File: config.mk
export PLATFORM = sky130hd
export DESIGN_NAME = key_matrix_injector_with_typing_queue
export DESIGN_NICKNAME = d
export VERILOG_FILES = /design/src/rtl/core/kmi_pkg.sv /design/src/rtl/core/kmi_key_walk.sv /design/src/rtl/core/kmi_pulse_queue.sv /design/src/rtl/core/key_matrix_injector_with_typing_queue.sv
export VERILOG_INCLUDE_DIRS = /design/src /design/src/rtl/core
export SDC_FILE = /design/constraint.sdc
export NUM_CORES = 1
export LEC_CHECK = 0
export BUFFER_PORTS_ARGS = -buffer_cell sky130_fd_sc_hd__buf_2
export CAP_MARGIN = 20
export CORE_ASPECT_RATIO = 0.75
export CORE_MARGIN = 4
export CORE_UTILIZATION = 55
export DETAILED_ROUTE_END_ITERATION = 10
export PLACE_DENSITY = 0.82
export SLEW_MARGIN = 25
export SYNTH_ARGS = -nofsm -noshare
export SYNTH_HDL_FRONTEND = slang
export SYNTH_SLANG_ARGS = --single-unit
File: constraint.sdc
create_clock -name clk_i -period 11 [get_ports clk_i]
set_clock_uncertainty 0.1 [all_clocks]
set_input_delay 2.2 -clock clk_i [delete_from_list [all_inputs] [get_ports clk_i]]
set_output_delay 2.2 -clock clk_i [all_outputs]
set_load 0.01 [all_outputs]
File: src/rtl/core/assert_macros.svh
// ----------------------------------------------------------------------------
// Assertion macros
// Shared concurrent assertion shorthands for the key matrix injector.
// ----------------------------------------------------------------------------
`ifndef ASSERT_MACROS_SVH
`define ASSERT_MACROS_SVH

// Property checked on every rising clock edge, skipped while reset is active.
`define KMI_ASSERT(lbl, clk, rst_n, prop, msg) \
  lbl: assert property (@(posedge clk) disable iff (!rst_n) (prop)) else $error(msg);

// The same check with an implication written out by the caller.
`define KMI_ASSERT_IMPL(lbl, clk, rst_n, pre, post, msg) \
  lbl: assert property (@(posedge clk) disable iff (!rst_n) (pre) |=> (post)) else $error(msg);

`endif

File: src/rtl/core/kmi_pkg.sv
// ----------------------------------------------------------------------------
// kmi_pkg
// Types and constants shared by the key matrix injector modules.
// ----------------------------------------------------------------------------
package kmi_pkg;

  // Width of the reported matrix and of a key index.
  localparam int unsigned MATRIX_W  = 40;
  localparam int unsigned KEY_IDX_W = 6;

  // Command codes of an input item.
  typedef enum logic [2:0] {
    CMD_TICK        = 3'd0,
    CMD_HOST_DOWN   = 3'd1,
    CMD_HOST_UP     = 3'd2,
    CMD_PULSE       = 3'd3,
    CMD_RELEASE_ALL = 3'd4
  } cmd_e;

  // Configuration register indexes.
  localparam logic [2:0] CFG_RELEASE_HOLD = 3'd0;
  localparam logic [2:0] CFG_PULSE_FRAMES = 3'd1;
  localparam logic [2:0] CFG_GAP_FRAMES   = 3'd2;
  localparam logic [2:0] CFG_SHIFT_ROW    = 3'd3;
  localparam logic [2:0] CFG_SHIFT_COL    = 3'd4;

  // Control states of the top level.
  typedef enum logic [1:0] {
    ST_IDLE,
    ST_PULSE,
    ST_WALK,
    ST_DONE
  } state_e;

  // One queued or active pulse key.
  typedef struct packed {
    logic [2:0] row;
    logic [2:0] col;
    logic       shift;
  } pulse_ent_t;

  // A single set or clear of one matrix bit.
  typedef struct packed {
    logic                 en;
    logic                 set;
    logic [KEY_IDX_W-1:0] idx;
  } bit_op_t;

  // Pulse unit controls driven by the sequencer.
  typedef struct packed {
    logic       tick_rd;
    logic       tick_step;
    logic       push;
    logic       clear;
    pulse_ent_t ent;
  } pulse_ctl_t;

endpackage

File: src/rtl/core/kmi_key_walk.sv
// ----------------------------------------------------------------------------
// kmi_key_walk
// Per-key hold state memory and the sequential hold counter walk.
// ----------------------------------------------------------------------------
`include "assert_macros.svh"

module kmi_key_walk import kmi_pkg::*; #(
  parameter int unsigned NKEYS = 40
) (
  input  logic                 clk_i,
  input  logic                 rst_ni,
  input  logic                 host_we_i,
  input  logic                 host_down_i,
  input  logic [KEY_IDX_W-1:0] host_idx_i,
  input  logic [7:0]           release_frames_i,
  input  logic                 walk_start_i,
  input  logic                 clear_i,
  output bit_op_t              op_o,
  output logic                 done_o
);

  localparam int unsigned KW = (NKEYS > 1) ? $clog2(NKEYS) : 1;
  localparam logic [KW-1:0] LAST = KW'(NKEYS - 1);

  // Entry: held mark over the release hold counter.
  logic [8:0]       mem [NKEYS];
  logic [NKEYS-1:0] vld_q;

  logic          run_q;
  logic [KW-1:0] iss_idx_q;
  logic          p_vld_q;
  logic [KW-1:0] p_idx_q;
  logic [8:0]    rd_q;
  logic          rd_vld_q;

  logic          held;
  logic [7:0]    cnt;
  logic [7:0]    cnt_dec;
  logic          wb_we;
  logic          we;
  logic [KW-1:0] wa;
  logic [8:0]    wd;

  // Entries never written since reset or release all read as released.
  assign held    = rd_vld_q & rd_q[8];
  assign cnt     = rd_vld_q ? rd_q[7:0] : 8'd0;
  assign cnt_dec = cnt - 8'd1;

  // Write-back of the walked entry, or a host event.
  always_comb begin
    wb_we = p_vld_q && !held && (cnt != 8'd0);
    op_o  = '0;
    if (p_vld_q) begin
      op_o.idx = KEY_IDX_W'(p_idx_q);
      if (held) begin
        op_o.en  = 1'b1;
        op_o.set = 1'b1;
      end else if (cnt == 8'd1) begin
        op_o.en  = 1'b1;
        op_o.set = 1'b0;
      end
    end
    we = wb_we || host_we_i;
    if (host_we_i) begin
      wa = host_idx_i[KW-1:0];
      wd = {host_down_i, host_down_i ? 8'd0 : release_frames_i};
    end else begin
      wa = p_idx_q;
      wd = {1'b0, cnt_dec};
    end
  end

  assign done_o = p_vld_q && (p_idx_q == LAST);

  // Key state memory, one read and one write a cycle.
  always_ff @(posedge clk_i) begin
    if (we) begin
      mem[wa] <= wd;
    end
    rd_q <= mem[iss_idx_q];
  end

  // Valid marks and walk sequencing.
  always_ff @(posedge clk_i or negedge rst_ni) begin
    if (!rst_ni) begin
      vld_q     <= '0;
      run_q     <= 1'b0;
      iss_idx_q <= '0;
      p_vld_q   <= 1'b0;
      p_idx_q   <= '0;
      rd_vld_q  <= 1'b0;
    end else begin
      if (clear_i) begin
        vld_q <= '0;
      end else if (we) begin
        vld_q[wa] <= 1'b1;
      end
      rd_vld_q <= vld_q[iss_idx_q];
      p_vld_q  <= run_q;
      p_idx_q  <= iss_idx_q;
      if (walk_start_i) begin
        run_q     <= 1'b1;
        iss_idx_q <= '0;
      end else if (run_q) begin
        if (iss_idx_q == LAST) begin
          run_q <= 1'b0;
        end else begin
          iss_idx_q <= iss_idx_q + KW'(1);
        end
      end
    end
  end

  // A host write never lands during a walk write-back.
  `KMI_ASSERT(a_no_wr_overlap, clk_i, rst_ni, !(host_we_i && p_vld_q), "host write during walk")

endmodule

File: src/rtl/core/kmi_pulse_queue.sv
// ----------------------------------------------------------------------------
// kmi_pulse_queue
// Typed key pulse timer, inter-pulse gap and the ring queue of pending pulses.
// ----------------------------------------------------------------------------
`include "assert_macros.svh"

module kmi_pulse_queue import kmi_pkg::*; #(
  parameter int unsigned ROWS        = 8,
  parameter int unsigned COLS        = 5,
  parameter int unsigned QUEUE_DEPTH = 16
) (
  input  logic       clk_i,
  input  logic       rst_ni,
  input  pulse_ctl_t ctl_i,
  input  logic [7:0] pulse_frames_i,
  input  logic [7:0] gap_frames_i,
  input  logic [2:0] shift_row_i,
  input  logic [2:0] shift_col_i,
  output logic       push_ok_o,
  output logic       pending_o,
  output bit_op_t    key_op_o,
  output bit_op_t    shift_op_o
);

  localparam int unsigned QW = $clog2(QUEUE_DEPTH);
  localparam logic [QW-1:0] QLAST = QW'(QUEUE_DEPTH - 1);

  pulse_ent_t ring [QUEUE_DEPTH];
  pulse_ent_t ring_rd_q;

  logic [QW-1:0] head_q, head_d, tail_q, tail_d, tail_inc;
  logic          on_q, on_d;
  pulse_ent_t    act_q, act_d;
  logic [7:0]    left_q, left_d, left_n;
  logic [7:0]    gap_q, gap_d;

  logic          empty, full, idle, ring_we, do_start;
  pulse_ent_t    ent;
  logic          shift_ok, ent_ok;
  logic [KEY_IDX_W-1:0] shift_idx, ent_idx;

  function automatic logic [QW-1:0] ptr_inc(input logic [QW-1:0] p);
    ptr_inc = (p == QLAST) ? '0 : p + QW'(1);
  endfunction

  assign tail_inc = ptr_inc(tail_q);
  assign empty    = (head_q == tail_q);
  assign full     = (tail_inc == head_q);
  assign idle     = !on_q && (gap_q == 8'd0) && empty;
  assign push_ok_o = idle || !full;
  assign pending_o = on_q || (gap_q != 8'd0) || !empty;

  // Shift key position, used only when it lies inside the matrix.
  assign shift_ok  = (shift_row_i < ROWS) && (shift_col_i < COLS);
  assign shift_idx = KEY_IDX_W'(shift_row_i * COLS + shift_col_i);

  // Pulse start, end and queue bookkeeping.
  always_comb begin
    head_d   = head_q;
    tail_d   = tail_q;
    on_d     = on_q;
    act_d    = act_q;
    left_d   = left_q;
    gap_d    = gap_q;
    ring_we  = 1'b0;
    do_start = 1'b0;
    ent      = act_q;
    key_op_o   = '0;
    shift_op_o = '0;
    left_n   = (left_q != 8'd0) ? left_q - 8'd1 : 8'd0;

    if (ctl_i.clear) begin
      on_d   = 1'b0;
      gap_d  = 8'd0;
      head_d = '0;
      tail_d = '0;
    end else if (ctl_i.push) begin
      if (idle) begin
        do_start = 1'b1;
        ent      = ctl_i.ent;
      end else if (!full) begin
        ring_we = 1'b1;
        tail_d  = tail_inc;
      end
    end else if (ctl_i.tick_step) begin
      if (gap_q != 8'd0) begin
        gap_d = gap_q - 8'd1;
        if ((gap_q == 8'd1) && !empty) begin
          head_d   = ptr_inc(head_q);
          do_start = 1'b1;
          ent      = ring_rd_q;
        end
      end else if (on_q) begin
        left_d = left_n;
        if (left_n == 8'd0) begin
          on_d = 1'b0;
          if (!empty) begin
            gap_d = gap_frames_i;
          end
        end
      end
    end

    ent_ok  = (ent.row < ROWS) && (ent.col < COLS);
    ent_idx = KEY_IDX_W'(ent.row * COLS + ent.col);

    if (do_start) begin
      act_d  = ent;
      on_d   = 1'b1;
      left_d = pulse_frames_i;
    end

    // Start sets the pulse bits; the end of a pulse clears them.
    if (do_start || (on_q && !on_d && !ctl_i.clear)) begin
      key_op_o.en    = ent_ok;
      key_op_o.set   = do_start;
      key_op_o.idx   = ent_idx;
      shift_op_o.en  = ent.shift && shift_ok;
      shift_op_o.set = do_start;
      shift_op_o.idx = shift_idx;
    end
  end

  // Ring storage: written at the tail, head read into a register in the cycle before its use.
  always_ff @(posedge clk_i) begin
    if (ring_we) begin
      ring[tail_q] <= ctl_i.ent;
    end
    if (ctl_i.tick_rd) begin
      ring_rd_q <= ring[head_q];
    end
  end

  // Control and timer state.
  always_ff @(posedge clk_i or negedge rst_ni) begin
    if (!rst_ni) begin
      head_q <= '0;
      tail_q <= '0;
      on_q   <= 1'b0;
      act_q  <= '0;
      left_q <= 8'd0;
      gap_q  <= 8'd0;
    end else begin
      head_q <= head_d;
      tail_q <= tail_d;
      on_q   <= on_d;
      act_q  <= act_d;
      left_q <= left_d;
      gap_q  <= gap_d;
    end
  end

  // A gap only runs between pulses, never during one.
  `KMI_ASSERT(a_gap_excl, clk_i, rst_ni, !(on_q && (gap_q != 8'd0)), "gap while pulse active")
  // A queued pulse is only taken on a tick step.
  `KMI_ASSERT(a_head_move, clk_i, rst_ni,
    (head_d == head_q) || ctl_i.tick_step || ctl_i.clear, "head moved outside tick")

endmodule

File: src/rtl/core/key_matrix_injector_with_typing_queue.sv
// ----------------------------------------------------------------------------
// key_matrix_injector_with_typing_queue
// Emulated key matrix driven by host key events and a queue of typed pulses.
// ----------------------------------------------------------------------------
// Usage:
//   Input channel (in_valid_i / in_ready_o) carries one command item: frame
//   tick, host key down, host key up, typed pulse key or release all.
//   Output channel (out_valid_o / out_ready_i) returns one result item per
//   command: the matrix after the command, an accepted flag and pending.
//   Configuration writes (cfg_we_i, cfg_idx_i, cfg_wdata_i) take effect at
//   once; the user makes them only while no item is in flight (not enforced).
//   A key, pulse or release-all command passes from the DONE state into the
//   output register; a frame tick first runs the pulse step and then the walk
//   through the key state memory, which reads and writes back one key a
//   cycle, before it reaches the DONE state.
//   The sequencer takes only one item at a time: the next item is taken in
//   the cycle after the result is loaded.
//   A new item is accepted whenever the sequencer is idle, also while the
//   previous result still waits in the output register; if the receiver
//   stalls, the next result waits in the sequencer until that register frees.
//   Reset clears the matrix, all hold state, the pulse timer and the queue,
//   and loads the register defaults; the block is ready on the first cycle.
// ----------------------------------------------------------------------------
`include "assert_macros.svh"

module key_matrix_injector_with_typing_queue import kmi_pkg::*; #(
  parameter int unsigned ROWS        = 8,
  parameter int unsigned COLS        = 5,
  parameter int unsigned QUEUE_DEPTH = 16
) (
  input  logic                clk_i,
  input  logic                rst_ni,
  input  logic                cfg_we_i,
  input  logic [2:0]          cfg_idx_i,
  input  logic [7:0]          cfg_wdata_i,
  input  logic                in_valid_i,
  output logic                in_ready_o,
  input  logic [2:0]          cmd_i,
  input  logic [2:0]          row_i,
  input  logic [2:0]          col_i,
  input  logic                with_shift_i,
  output logic                out_valid_o,
  input  logic                out_ready_i,
  output logic [MATRIX_W-1:0] matrix_o,
  output logic                accepted_o,
  output logic                pending_o
);

  localparam int unsigned NKEYS = ROWS * COLS;
  localparam int unsigned KW    = (NKEYS > 1) ? $clog2(NKEYS) : 1;

  // Configuration registers.
  logic [7:0] rel_hold_q, pulse_frames_q, gap_frames_q;
  logic [2:0] shift_row_q, shift_col_q;

  always_ff @(posedge clk_i or negedge rst_ni) begin
    if (!rst_ni) begin
      rel_hold_q     <= 8'd2;
      pulse_frames_q <= 8'd4;
      gap_frames_q   <= 8'd2;
      shift_row_q    <= 3'd0;
      shift_col_q    <= 3'd0;
    end else if (cfg_we_i) begin
      unique case (cfg_idx_i)
        CFG_RELEASE_HOLD: rel_hold_q     <= cfg_wdata_i;
        CFG_PULSE_FRAMES: pulse_frames_q <= cfg_wdata_i;
        CFG_GAP_FRAMES:   gap_frames_q   <= cfg_wdata_i;
        CFG_SHIFT_ROW:    shift_row_q    <= cfg_wdata_i[2:0];
        CFG_SHIFT_COL:    shift_col_q    <= cfg_wdata_i[2:0];
        default: ;
      endcase
    end
  end

  state_e     state_q, state_d;
  logic [NKEYS-1:0] matrix_q, matrix_d;
  logic       acc_q, acc_d;
  logic       out_vld_q;
  logic [MATRIX_W-1:0] out_mat_q;
  logic       out_acc_q, out_pend_q;

  logic       in_acc, key_ok, host_we, walk_start, walk_done, out_load;
  logic [KEY_IDX_W-1:0] key_idx;
  pulse_ctl_t pctl;
  logic       push_ok, pending;
  bit_op_t    pkey_op, pshift_op, walk_op;
  logic [MATRIX_W-1:0] mat_rep;

  assign in_ready_o = (state_q == ST_IDLE);
  assign in_acc     = in_valid_i && in_ready_o;
  assign key_ok     = (row_i < ROWS) && (col_i < COLS);
  assign key_idx    = KEY_IDX_W'(row_i * COLS + col_i);
  assign out_load   = (state_q == ST_DONE) && (!out_vld_q || out_ready_i);

  // Sequencer: decode the command, run the tick, hand off the result.
  always_comb begin
    state_d    = state_q;
    acc_d      = acc_q;
    host_we    = 1'b0;
    walk_start = 1'b0;
    pctl       = '0;
    pctl.ent   = '{row: row_i, col: col_i, shift: with_shift_i};
    unique case (state_q)
      ST_IDLE: begin
        if (in_acc) begin
          state_d = ST_DONE;
          acc_d   = 1'b0;
          unique case (cmd_e'(cmd_i))
            CMD_TICK: begin
              pctl.tick_rd = 1'b1;
              acc_d        = 1'b1;
              state_d      = ST_PULSE;
            end
            CMD_HOST_DOWN, CMD_HOST_UP: begin
              host_we = key_ok;
              acc_d   = key_ok;
            end
            CMD_PULSE: begin
              pctl.push = key_ok;
              acc_d     = key_ok && push_ok;
            end
            CMD_RELEASE_ALL: begin
              pctl.clear = 1'b1;
              acc_d      = 1'b1;
            end
            default: ;
          endcase
        end
      end
      ST_PULSE: begin
        pctl.tick_step = 1'b1;
        walk_start     = 1'b1;
        state_d        = ST_WALK;
      end
      ST_WALK: begin
        if (walk_done) begin
          state_d = ST_DONE;
        end
      end
      ST_DONE: begin
        if (out_load) begin
          state_d = ST_IDLE;
        end
      end
      default: state_d = ST_IDLE;
    endcase
  end

  // Matrix update: host down, pulse bits, then the walk; release all clears it.
  always_comb begin
    matrix_d = matrix_q;
    if (host_we && (cmd_e'(cmd_i) == CMD_HOST_DOWN)) begin
      matrix_d[key_idx[KW-1:0]] = 1'b1;
    end
    if (pkey_op.en) begin
      matrix_d[pkey_op.idx[KW-1:0]] = pkey_op.set;
    end
    if (pshift_op.en) begin
      matrix_d[pshift_op.idx[KW-1:0]] = pshift_op.set;
    end
    if (walk_op.en) begin
      matrix_d[walk_op.idx[KW-1:0]] = walk_op.set;
    end
    if (pctl.clear) begin
      matrix_d = '0;
    end
  end

  // Report the low matrix bits, zero padded when the matrix is small.
  generate
    if (NKEYS >= MATRIX_W) begin : g_mat_cut
      assign mat_rep = matrix_q[MATRIX_W-1:0];
    end else begin : g_mat_pad
      assign mat_rep = {{(MATRIX_W - NKEYS){1'b0}}, matrix_q};
    end
  endgenerate

  always_ff @(posedge clk_i or negedge rst_ni) begin
    if (!rst_ni) begin
      state_q   <= ST_IDLE;
      matrix_q  <= '0;
      acc_q     <= 1'b0;
      out_vld_q <= 1'b0;
    end else begin
      state_q  <= state_d;
      matrix_q <= matrix_d;
      acc_q    <= acc_d;
      if (out_load) begin
        out_vld_q <= 1'b1;
      end else if (out_ready_i) begin
        out_vld_q <= 1'b0;
      end
    end
  end

  // Output item register.
  always_ff @(posedge clk_i) begin
    if (out_load) begin
      out_mat_q  <= mat_rep;
      out_acc_q  <= acc_q;
      out_pend_q <= pending;
    end
  end

  assign out_valid_o = out_vld_q;
  assign matrix_o    = out_mat_q;
  assign accepted_o  = out_acc_q;
  assign pending_o   = out_pend_q;

  kmi_key_walk #(
    .NKEYS(NKEYS)
  ) u_walk (
    .clk_i            (clk_i),
    .rst_ni           (rst_ni),
    .host_we_i        (host_we),
    .host_down_i      (cmd_e'(cmd_i) == CMD_HOST_DOWN),
    .host_idx_i       (key_idx),
    .release_frames_i (rel_hold_q),
    .walk_start_i     (walk_start),
    .clear_i          (pctl.clear),
    .op_o             (walk_op),
    .done_o           (walk_done)
  );

  kmi_pulse_queue #(
    .ROWS        (ROWS),
    .COLS        (COLS),
    .QUEUE_DEPTH (QUEUE_DEPTH)
  ) u_pulse (
    .clk_i          (clk_i),
    .rst_ni         (rst_ni),
    .ctl_i          (pctl),
    .pulse_frames_i (pulse_frames_q),
    .gap_frames_i   (gap_frames_q),
    .shift_row_i    (shift_row_q),
    .shift_col_i    (shift_col_q),
    .push_ok_o      (push_ok),
    .pending_o      (pending),
    .key_op_o       (pkey_op),
    .shift_op_o     (pshift_op)
  );

  // An accepted tick always runs the pulse step next.
  `KMI_ASSERT_IMPL(a_tick_seq, clk_i, rst_ni, in_acc && (cmd_i == CMD_TICK),
    state_q == ST_PULSE, "tick did not start pulse step")
  // The walk only finishes while the sequencer waits for it.
  `KMI_ASSERT(a_walk_done, clk_i, rst_ni, !walk_done || (state_q == ST_WALK),
    "walk finished outside walk state")

endmodule
======== After elaboration in Yosys (flattened, before gate mapping) ========
Memories as Yosys holds them, arrays and structs flattened. A register that Yosys moved wholly into a read port is not among the register bits.
Index checks and enable logic that the tools add are counted.
storage, ports and cells
  bits in writable memories ............... 472
  register bits ........................... 203
  output and inout port bits .............. 44
  memories ................................ 2
memories
  memory        depth  width  rd ports  clocked after Yosys merged registers in  wr ports  line                   text
  u_walk.mem    40     9      1         1                                        1         kmi_key_walk.sv:26     logic [8:0] mem [NKEYS];
  u_pulse.ring  16     7      1         1                                        1         kmi_pulse_queue.sv:28  pulse_ent_t ring [QUEUE_DEPTH];
cells by class
  muxes and demuxes ....................... 108
  add/subtract/negate cells ............... 9
  multiply operators ...................... 3
  reduce and logical (&&, ||, !) cells .... 64
  order comparisons ....................... 14
  bitwise logic cells ..................... 3
  equal/unequal tests ..................... 30
operator list
  operator                                                                              number
  40-bit two-way mux                                                                    7
  8-bit two-way mux                                                                     19
  40-bit bitwise mux                                                                    3
  40-bit bitwise OR                                                                     2
  4-bit two-way mux                                                                     11
  6-bit by 7-bit less-than comparator with 1-bit output (second input constant)         6
  7-bit two-way mux                                                                     6
  1-bit two-way mux                                                                     41
  1-bit demux with 6-bit select                                                         5
  6-bit by 1-bit greater-or-equal comparator with 1-bit output (second input constant)  5
  6-bit two-way mux                                                                     4
  8-bit nonzero test                                                                    3
  8-bit by 1-bit subtractor with 8-bit output (second input constant)                   3
  6-bit by 3-bit adder with 6-bit output                                                3
  1-bit logical AND                                                                     18
  3-bit by 3-bit multiplier with 6-bit output (second input constant)                   3
  2-bit nonzero test                                                                    9
  8-bit by 1-bit equality test with 1-bit output (second input constant)                2
  8-bit logical NOT                                                                     2
  2-bit two-way mux                                                                     8
  2-bit by 1-bit != test with 1-bit output (second input constant)                      8
  2-bit AND reduction                                                                   7
  3-bit by 2-bit equality test with 1-bit output (second input constant)                4
  6-bit equality test (second input constant)                                           2
  other kinds (25)                                                                      50

======== Longest topological paths before layout ========
  depth after elaboration ................. 26
  gate-level depth with buffers ........... 23
  mapped depth without buffers ............ 19

======== By module ========
Synthesis repeated with hierarchy kept, for this count alone.
second synthesis, totals
  cells, all modules ...................... 2168
  area total of the unflattened synthesis .. 31285.0 um^2
by module, submodules not included
  module                                 cells each  sequential area each (um^2)  times used  area each (um^2)
  kmi_key_walk                           1011        12366.9                      1           17097.6
  kmi_pulse_queue                        535         4374.2                       1           7335.8
  key_matrix_injector_with_typing_queue  622         3116.7                       1           6851.6

======== Worst setup path after synthesis ========
No wires, ideal clock.
  path type ............................... input-to-reg
  from .................................... input port col_i[1]
  to ...................................... register matrix_q[39] (netlist: mat_rep[39])
  data required time ...................... 10769 ps
  cell stages on the path ................. 19
  setup time .............................. 131 ps
  path slack .............................. 3903 ps
  arrival time ............................ 6866 ps
  cells stage by stage .................... o21a_1 -> or4_4 -> buf_6 -> o22ai_2 -> clkbuf_1 -> clkbuf_1 -> nor2_1 -> nor2_1 -> ha_1 -> ha_1 -> ha_1 -> a21o_1 -> a21oi_1 -> xor2_1 -> o211ai_1 -> nor2_1 -> nand2_1 -> o21a_1 -> or3_1
RTL lines
  what                  line                                          text
  from (decl)           key_matrix_injector_with_typing_queue.sv:40   input logic [2:0] col_i,
  to (signal assigned)  key_matrix_injector_with_typing_queue.sv:186  matrix_q <= matrix_d;
  to (decl)             key_matrix_injector_with_typing_queue.sv:76   logic [NKEYS-1:0] matrix_q, matrix_d;

==> results by group <==
Logic synthesis
  – Syn nets: ~2.1k
  – Synth cell types: 88
  – Number of synthesized register bits: 691
  – Largest cells by area after synthesis: edfxtp_1, dfrtp_1, mux4_2, nor2_1, ha_1
  – Post-synth top cells: edfxtp_1, nor2_1, dfrtp_1
  – Post-synth ARST share: 23.3%
  – Mean Syn Cell Area: 14.9 µm²
  – Syn. warnings: 0
  – Cell taking the most area after synthesis: edfxtp_1
  – Syn Inst Count: 2,048
  – Number of enable flip-flop cells after synthesis: approximately 520
  – Top cell type's share of synthesized area: 51.4%
  – Synthesized area: 0.0304 mm²
  – Sequential fraction of the synthesis area: 65.3%
  – Dominant synthesized flop cell: edfxtp_1
  – Top-count cell post-synth: edfxtp_1

CTS
  – Reg clk slew, reported paths: 0.07 ns
  – TritonCTS buffer count: 66
  – Post-CTS Hold Buffers: 0
  – Worst skew pair latency: 0.62 ns
  – Root Driver: clkbuf_16
  – CTS tree: yes
  – CTS H-tree lvls: 3
  – Post-cts repair resize count: 0
  – Setup fix buffers added after clock tree synthesis: 0
  – Sink Count: 691
  – Clk buf depth: 3

Setup path
  – R2r setup slk: 4.44 ns
  – WP depth: 16
  – CP Cell Sequence: buf_2 -> nand2_1 -> or4_1 -> o21ai_1 -> a221o_1 -> ha_1 -> ha_1 -> ha_1 -> a21o_1 -> a21oi_1 -> xor2_1 -> o211ai_1 -> nor2_1 -> nand2_1 -> o21a_1 -> or3_1
  – Critical path's slowest cell: or4_1
  – CP Launch Point: in_valid_i
  – CP bufs+invs: 1
  – Delay-heaviest family, CP: simple AND/OR/NAND/NOR gates
  – Required time of the critical path: 11.39 ns
  – Crit start category: input port
  – Crit. End Element: register
  – CP arrival: slightly below 8 ns
  – Worst R2R Path Depth: 17
  – Cell mode on critical path: ha_1
  – R2r endpoint: mat_rep[39]
  – CP max FO: 17
  – R2r startpoint: state_q[0]
  – WS Path Type: in2reg
  – Largest stage delay, worst path: 0.83 ns

Drt
  – Via count: 19.5k
  – DR DRC count: 0
  – Post-Route WL: 80,100 µm
  – Iter 0 DRT Violations: 2,784
  – Highest Signal Layer: met5
  – Post-DRT Antenna Nets: 0
  – Metal3 WL: 8830 µm
  – Post-DR vias/cell: 6.75
  – TritonRoute pass-1 iters: 6
  – Met2 routed wirelength: 35,700 µm
  – WL met1: 32,800 µm
  – WL per Instance: between 20 and 30 µm

Die
  – Full die area: 0.0592 mm²
  – Std cell rows: 74
  – Die width: roughly 280 µm
  – Die H: 212 µm
  – Ports: 70
  – Core ar.: 0.0546 mm²
  – Initial Utilization: 55.7%

Global routing
  – GR Overflow Total: 0
  – Initial antenna violation count: 7
  – First-pass GRT wire length: 121,000 µm
  – Largest net degree at the start of global routing: 72
  – GRT Util Overall: 27.3%
  – Number of global-route vias before repair: 19.0k

Power
  – Total Power: roughly 9 mW
  – Worst VDD drop: 0.181 mV
  – Logic pwr share: between 30 and 40%
  – Switching pwr: 3.08 mW
  – Sequential power share: a little over two fifths
  – Lkg Pwr: ~12 nW
  – Clock network power share: 25.0%
  – Pwr per Cell Area: 262 mW/mm²
  – Cell internal pwr: 5.78 mW
  – Sw Ratio: between 30% and 40%

Run status
  – Status: finished, final reports clean

Min path
  – Worst min-delay path endpoint: u_walk.p_vld_q
  – Hold wc startpoint: u_walk.run_q
  – WHS Path Cells: 0
  – Worst Hold Class: reg2reg

STA
  – Setup_tns: 0 ns
  – Fin crit period: about 7.4 ns
  – Final Cycle Share: 67.7%
  – Final Slew Violations: 0
  – Final setup viols: 0
  – Slew margin rel.: 29.6%
  – Worst-margin pin slew: approximately 1.1 ns
  – Achievable Freq: around 130 MHz
  – RSZ-0062 raised after global routing: no
  – Final hold violations: 0

Layout
  – Layout cells sized above 1: a little over a fifth
  – Sequential cell area: 0.0199 mm²
  – Fill cells: 3,874
  – Area grow syn2layout: 11.0%
  – Area occupied by multi-input gates: around 0.010 mm²
  – Nets@finish: 2,189

Place
  – I/O Buffers: 69
  – Detail Placement HPWL: a little over 50,000 µm
  – Placer Congestion: 0.987

Job
  – Max cap viols: 0
==> metal layers <==
metal | track usage [%] | vias to the layer above
met5 | 0 | -
met4 | 8.38 | 8
met3 | 6.28 | 201
met2 | 40.1 | 1289
met1 | 41.5 | 9869
li1 | - | 8174
==> power groups by stage <==
stage          clock network (mW)  registers (mW)  logic [mW]
4_1_cts                      2.25            3.77        2.82
3_5_place_dp                    0            3.82        2.80
5_1_grt                      2.37            3.81        3.05
6_report                     2.22            3.78        2.86
2_1_floorplan                   0            3.74        1.86
3_3_place_gp                    0            3.79        2.67
==> area by class of cell <==
class,count,area share [%]
clock buffer,96,5.43
sequential,691,58.8
timing repair buffer,104,1.87
antenna,3,0.0222
multi-input combinational,1228,30.1
inverter,26,0.289
tap,722,2.68
clock inverter,26,0.793
==> kinds of logic (layout without fill, tap and decap cells) <==
kind of cell	after synthesis	after routing	share of synthesized area (%)
flip-flops	691	691	65.3
AND/OR/NAND/NOR	617	617	9.70
adder cells (fa/ha/maj)	46	46	1.97
other	0	3	0
AO/OA/AOI/OAI	335	335	7.31
buffers and inverters	129	252	1.74
multiplexers	205	205	13.3
XOR/XNOR	25	25	0.745
==> worst max path at each step <==
stage | end | slack [ns]
2_1_floorplan | mat_rep[39] | 3.90
3_3_place_gp | mat_rep[39] | 3.21
3_5_place_dp | mat_rep[39] | 3.08
4_1_cts | mat_rep[39] | 3.72
5_1_grt | mat_rep[39] | 3.28
6_report | mat_rep[39] | 3.55
==> metrics by stage <==
step                setup slack [ns]  util [%]  cells  area [µm²]  hold WS (ns)
floorplan                       3.90         -   2048       30400         0.252
global placement                3.21      57.8   2770       31600         0.320
detailed placement              3.08      57.9   2771       31600         0.312
CTS                             3.72      61.7   2893       33700         0.343
global route                    3.28      61.8   2896       33800         0.348
finish                          3.55      61.8   2896       33800         0.334
==> flip-flops by register name (all words and copies together) (netlist names), 2 cells and up <==
signal,count
u_walk.mem,360
u_pulse.ring,112
mat_rep,40
matrix_o,40
u_walk.vld_q,40
u_walk.rd_q,9
gap_frames_q,8
pulse_frames_q,8
rel_hold_q,8
u_pulse.gap_q,8
u_pulse.left_q,8
u_pulse.act_q,7
u_pulse.ring_rd_q,7
u_walk.iss_idx_q,6
u_walk.p_idx_q,6
u_pulse.head_q,4
u_pulse.tail_q,4
shift_col_q,3
shift_row_q,3
state_q,2
==> cell usage in the layout (no fill, tap or decap), types with 10 or more instances in the layout <==
master     instances
a211oi_1          20
a21o_1            11
a21oi_1           97
a221oi_1          10
a22oi_1           10
a31oi_1           11
and3_1            10
buf_2             68
buf_4             33
clkbuf_1          23
clkbuf_16         66
clkinv_2          10
dfrtp_1          154
edfxtp_1         521
ha_1              43
inv_1             25
mux2_2            34
mux2i_1           16
mux4_2           155
nand2_1          110
nand2b_1          15
nand3_1           40
nand4_1           11
nor2_1           248
nor2_2            11
nor2b_1           16
nor3_1            63
nor4_1            13
o211ai_1          14
o21ai_0           58
o31ai_1           14
or2_2             12
or3_1             16
xnor2_1           15
Power figures use the tool's default switching activity.
